## src/hw/rtl/assert_macros.svh

```systemverilog
// Assertion helpers shared by the RTL. Every check is clocked on clk_i and is
// switched off while rst_ni is low.
`ifndef ASSERT_MACROS_SVH
`define ASSERT_MACROS_SVH

// The expression holds at every clock edge.
`define NSU_ASSERT(lbl, expr) \
  lbl: assert property (@(posedge clk_i) disable iff (!rst_ni) (expr)) \
    else $error("invariant check failed");

// When the antecedent holds, the consequent holds in the same cycle.
`define NSU_ASSERT_IMPLY(lbl, ante, cons) \
  lbl: assert property (@(posedge clk_i) disable iff (!rst_ni) (ante) |-> (cons)) \
    else $error("implication check failed");

// When the antecedent holds, the consequent holds in the next cycle.
`define NSU_ASSERT_NEXT(lbl, ante, cons) \
  lbl: assert property (@(posedge clk_i) disable iff (!rst_ni) (ante) |=> (cons)) \
    else $error("next-cycle check failed");

`endif

```

## src/hw/rtl/nsu_ram.sv

```systemverilog
module nsu_ram #(
  parameter int unsigned Width = 8,
  parameter int unsigned Depth = 16,
  localparam int unsigned AddrW = (Depth > 1) ? $clog2(Depth) : 1
) (
  input  logic             clk_i,
  input  logic             we_i,
  input  logic [AddrW-1:0] waddr_i,
  input  logic [Width-1:0] wdata_i,
  input  logic [AddrW-1:0] raddr_i,
  output logic [Width-1:0] rdata_o
);

  logic [Width-1:0] mem_q [Depth];
  logic [Width-1:0] rdata_q;

  always_ff @(posedge clk_i) begin
    if (we_i) begin
      mem_q[waddr_i] <= wdata_i;
    end
    rdata_q <= mem_q[raddr_i];
  end

  assign rdata_o = rdata_q;

endmodule

```

## config.mk

```make
export PLATFORM = sky130hd
export DESIGN_NAME = nsu_ram
export DESIGN_NICKNAME = d
export VERILOG_FILES = /design/src/hw/rtl/assert_macros.svh /design/src/hw/rtl/nsu_ram.sv
export SDC_FILE = /design/constraint.sdc
export NUM_CORES = 1
export LEC_CHECK = 0
export BUFFER_PORTS_ARGS = -buffer_cell sky130_fd_sc_hd__buf_2
export CAP_MARGIN = 20
export CORE_MARGIN = 5
export CORE_UTILIZATION = 40
export CTS_CLUSTER_SIZE = 25
export DETAILED_ROUTE_END_ITERATION = 10
export GPL_TIMING_DRIVEN = 0
export PLACE_DENSITY = 0.65
export SLEW_MARGIN = 20
export SYNTH_ARGS = -nofsm -noshare
export SYNTH_HDL_FRONTEND = slang
export SYNTH_SLANG_ARGS = --single-unit
```

## constraint.sdc

```tcl
create_clock -name clk_i -period 1.6 [get_ports clk_i]
set_input_delay 0.16 -clock clk_i [delete_from_list [all_inputs] [get_ports clk_i]]
set_output_delay 0.16 -clock clk_i [all_outputs]
set_load 0.05 [all_outputs]
```

==> results of run 1 <==
critical path, delay by kind of cell (launching register included):
kind,cells,cell delay (ns)
muxes,1,0.52
DFF,1,0.36
AOI/OAI and AO/OA,1,0.33
and+or+nand+nor,1,0.10
worst paths after layout:
path                                        startpoint                      to  slack [ns]
worst max-delay path             mem_q[1][0]$_DFFE_PP_      rdata_o[0]$_DFF_P_        0.17
worst min-delay path                        wdata_i[1]  mem_q[10][1]$_DFFE_PP_        0.15
worst max register to register   mem_q[1][0]$_DFFE_PP_      rdata_o[0]$_DFF_P_        0.17
worst min register to register  mem_q[11][0]$_DFFE_PP_      rdata_o[0]$_DFF_P_        0.69
power breakdown:
group	switching, µW	leakage [µW]	internal [µW]	total (µW)
Sequential	18.2	0.00122	3990	4000
Clock	1350	0.000305	2800	4150
Combinational	303	0.000520	159	462
cell families (layout without fill, tap and decap cells):
family	after synthesis	after routing	synth area share, %
simple gates	35	35	3.18
flops	136	136	77.8
mux	32	32	15.0
buf+inv	10	66	1.68
compound gates	16	16	2.33
metal layers:
| metal | share of wire, % | vias to the layer above | GRT usage (%) | wire (µm) |
|---|---|---|---|---|
| met2 | 51 | 66 | 22.8 | 5110 |
| met1 | 42 | 1220 | 19.5 | 4230 |
| met5 | 0 | - | 0 | 0 |
| li1 | - | 1059 | - | - |
| met4 | 0.56 | 0 | 4.57 | 57 |
| met3 | 6.9 | 2 | 4.48 | 694 |
cell type report:
type | instances | area [µm²] | share of cell area [%]
multi-input combinational | 83 | 1080 | 17.6
clock buffer | 23 | 458 | 7.47
buffer | 10 | 86.3 | 1.41
tap | 172 | 215 | 3.51
clock inverter | 9 | 173 | 2.82
timing repair buffer | 24 | 120 | 1.96
sequential | 136 | 4000 | 65.3
flip-flops by register name, summed over array words and instances, names as in the netlist:
signal,flops
mem_q,128
rdata_o,8
through the flow:
stage          std cells  hold slack (ns)  TNS (ns)  utilization, %
6_report             457            0.146         0            48.6
5_1_grt              457            0.146         0            48.6
4_1_cts              457            0.137         0            48.6
3_5_place_dp         425            0.571     -7.66            43.6
3_3_place_gp         425            0.561    -13.39            43.5
2_1_floorplan        229            0.259         0               -
synth_stat cells:
cell type	number
nand3b_1	2
nor3_1	4
buf_2	3
and2_1	1
mux4_2	18
or3b_2	1
nand3_1	1
clkdlybuf4s25_2	3
buf_4	1
buf_6	3
nor2_1	13
mux4_1	14
dfxtp_1	8
a22oi_1	16
nand2b_1	2
edfxtp_1	128
and2b_1	1
nor2b_1	1
nand2_1	9
==> results_dict.tcl, run 1 <==
set metrics [dict create \
    clock_latency_ns 0.41 \
    tightest_slew_ns 0.830 \
    port_buffers 24 \
    ys_warn_count 0 \
    first_iter_violations 243 \
    worstPathCellList "mux4_1, a22oi_1, nand2_1" \
    syn_nets 247 \
    reg2regPathDepth 3 \
    min_period_ns 1.43 \
    hold_path_class "in -> reg" \
    cts_resized 0 \
    final-max-slew-violation-count 0 \
    drt-total-wl_um 10100 \
    hold_buffers 0 \
    post-dp-hpwl_um 6400 \
    post_dp_cell_area_mm2 0.00550 \
    status "complete, no violations" \
    yosys.area.top_type "edfxtp_1" \
    diodes 0 \
    cts_tree "done" \
    fin_crit_sh_pct 89.3 \
    mostFrequentLayoutCells "128 x edfxtp_1, 27 x buf_2, 18 x mux4_2" \
    grt_use_total_pct 14.5 \
    cp_max_fo 1 \
    setup_slack_ns 0.172 \
    grt_pass1_vias 2487 \
    dieArea_mm2 0.0152 \
    fmax_mhz 700 \
    avgSynthCellArea_um2 22.5 \
    grt_pass1_wl_um 15100 \
    arrival_ns 1.72 \
    grt_setup_unrepaired "false" \
    syn_area_mm2 0.00515 \
    htreeDepth 4 \
    clk_pin_slew_ns 0.06 \
    hold_viol 0 \
    grt_max_degree 17 \
    fp.dieH_um 123 \
    cts.sinks 136 \
    path_class "reg -> reg" \
    nets 290 \
    viasPerCell 5.14 \
    ant_nets 0 \
    clockRootBuffer "clkbuf_16" \
    ys_ff_latch 136 \
    cts_buffer_depth 2 \
    drc 0 \
    finalInstanceArea_mm2 0.00613 \
    layout-drive-gt1-share_pct 29.5 \
    io_pins 26 \
    max-slew-margin-rel_pct 44.4 \
    globalplace.congestion 0.731 \
    core_mm2 0.0126 \
    preCtsSetupSlack_ns -0.265 \
    clock_skew_ns 0.00832 \
    vdd_drop_max_mv 0.735 \
    syn_inst 229 \
    grt-ovfl-total 0 \
    num_rows 41 \
    synthToLayoutAreaGrowth_pct 19.2 \
    numCtsBuffers 17 \
    crit_path_max_incr_delay_ns 0.52 \
    final_common_cell "edfxtp_1" \
    synth_top_area_share_pct 74.7 \
    worst_setup_path_end_kind "flop" \
    p_leak_uw 0.00205 \
    ys_types 19 \
    whs_path_depth 1 \
    fillCellCount 1044 \
    maxCapViolCount 0 \
    synth_area_leaders "edfxtp_1 75%, mux4_2 7.9%, mux4_1 7.1%, dfxtp_1 3.1%, a22oi_1 2.3%" \
    num_vias 2347 \
    finalSetupViolations 0 \
    first_pass_iters 4 \
    power_density_mw_per_mm2 1400 \
    post_cts_buffers 0 \
    finalPower_uw 8620 \
    antenna_found_initial 0 \
    ys_seq_area_share_pct 77.8 \
    cp-start-kind "flop" \
    required_ns 1.89 \
    die_x_um 123 \
    slowest_stage "mux4_1" \
    floorplan.initialDensity_pct 40.8 \
    wire_per_inst_um 22.1 \
]
(Power assumes the default switching activity.)
==> run 2: changes to the inputs <==
- CORE_UTILIZATION: 40 -> 54
- PLACE_DENSITY: 0.65 -> 0.81
==> results_dict.tcl, run 2 (synthesis results as in run 1) <==
set metrics [dict create \
    nets 291 \
    layout-drive-gt1-share_pct 29.4 \
    largest_register "mem_q" \
    reg2reg_from "mem_q[1][0]$_DFFE_PP_" \
    max-slew-margin-rel_pct 47.1 \
    fin_util_pct 65.1 \
    post_dp_cell_area_mm2 0.00544 \
    post_cts_buffers 0 \
    largest_register_ffs 128 \
    diodes 0 \
    grt_pass1_wl_um 14600 \
    mostFrequentLayoutCells "128 x edfxtp_1, 28 x buf_2, 18 x mux4_2" \
    clock_latency_ns 0.52 \
    drt-total-wl_um 9810 \
    clockRootBuffer "clkbuf_8" \
    antenna_found_initial 0 \
    fp.dieH_um 108 \
    port_buffers 24 \
    num_vias 2459 \
    crit_path_max_incr_delay_ns 0.50 \
    status "complete, no violations" \
    fin_crit_sh_pct 88.1 \
    viasPerCell 5.93 \
    placed_cells 383 \
    post-dp-hpwl_um 6210 \
    synthToLayoutAreaGrowth_pct 17.5 \
    slowest_stage "mux4_1" \
    ant_nets 0 \
    grt_pass1_vias 2489 \
    vdd_drop_max_mv 0.791 \
    reg2regPathDepth 3 \
    tightest_slew_ns 0.790 \
    p_leak_uw 0.00203 \
    worstPathCellList "mux4_1, a22oi_1, nand2_1" \
    cts.sinks 136 \
    cp_max_fo 1 \
    io_pins 26 \
    globalplace.congestion 0.752 \
    floorplan.initialDensity_pct 55.4 \
    grt_setup_unrepaired "false" \
    hold_path_class "in -> reg" \
    core_mm2 0.00928 \
    worst_setup_path_end_kind "flop" \
    grt_use_total_pct 18.6 \
    fin_cells 415 \
    maxCapViolCount 0 \
    final_common_cell "edfxtp_1" \
    r2r_end "rdata_o[0]$_DFF_P_" \
    die_x_um 108 \
    power_density_mw_per_mm2 1380 \
    endpoint "rdata_o[0]$_DFF_P_" \
    grt-ovfl-total 0 \
    clk_pin_slew_ns 0.06 \
    first_iter_violations 245 \
    final-max-slew-violation-count 0 \
    cts_resized 0 \
    hold_buffers 0 \
    first_pass_iters 5 \
    required_ns 2.00 \
    grt_max_degree 17 \
    cts_buffer_depth 2 \
    finalSetupViolations 0 \
    numCtsBuffers 17 \
    clock_skew_ns 0.00779 \
    wire_per_inst_um 23.6 \
    arrival_ns 1.81 \
    drc 0 \
    r2r_setup_slack_ns 0.19 \
    htreeDepth 4 \
    path_class "reg -> reg" \
    hold_viol 0 \
    fmax_mhz 709 \
    finalInstanceArea_mm2 0.00605 \
    cts_tree "done" \
    setup_slack_ns 0.190 \
    cp-startpoint "mem_q[1][0]$_DFFE_PP_" \
    cp-start-kind "flop" \
    min_period_ns 1.41 \
    dieArea_mm2 0.0116 \
    num_rows 35 \
    preCtsSetupSlack_ns -0.263 \
]
## run 2: cell types whose count changed in the layout (fill, tap and decap cells not counted)
cell	delta
clkinvlp_4	+1
clkinv_2	-2
clkinv_4	+3
clkinv_1	+4
nor3_2	-1
bufinv_16	-1
buf_2	+1
nor3_1	+1
clkbuf_16	-1
clkbuf_1	-4
## run 2: stage by stage
step                      hold WS, ns  TNS (ns)  total power [µW]
after floorplan                 0.259         0              4360
after global placement          0.556    -11.40              4510
after detailed placement        0.574     -9.28              4540
after CTS                      0.0139         0              8410
after global routing           0.0181         0              8610
final                          0.0407         0              8370
## run 2: critical path, delay by kind of cell, from the launching register on
kind	cells	cell delay, ns
muxes	1	0.50
and+or+nand+nor	1	0.09
AOI/OAI and AO/OA	1	0.33
DFF	1	0.36
## run 2: power breakdown
group	internal (µW)	total (µW)	switching (µW)
Clock	2510	3900	1400
Combinational	159	460	301
Sequential	3980	4000	19.8
## run 2: worst min-delay path by stage
stage,cells past startpoint,end,startpoint
after global placement,1,mem_q[6][5]$_DFFE_PP_,wdata_i[5]
after detailed placement,1,mem_q[10][3]$_DFFE_PP_,wdata_i[3]
final,1,mem_q[6][5]$_DFFE_PP_,wdata_i[5]
after global routing,1,mem_q[12][3]$_DFFE_PP_,wdata_i[3]
after floorplan,0,mem_q[0][0]$_DFFE_PP_,wdata_i[0]
after CTS,1,mem_q[1][7]$_DFFE_PP_,wdata_i[7]
## run 2: layer usage
layer  vias to the layer above  part of all wire, %  track usage (%)
met3                        12                  6.9             6.90
met4                         0                  2.0             8.12
met5                         -                    0                0
met1                      1263                   42             24.7
li1                       1063                    -                -
met2                       121                   49             27.8
## run 2: final cells by class
type | instances | area (µm²)
Clock buffer | 18 | 418
Buffer | 10 | 86.3
Clock inverter | 14 | 181
Fill cell | 607 | 3240
Tap cell | 129 | 161
Sequential cell | 136 | 4000
Timing Repair Buffer | 25 | 125
Multi-Input combinational cell | 83 | 1070
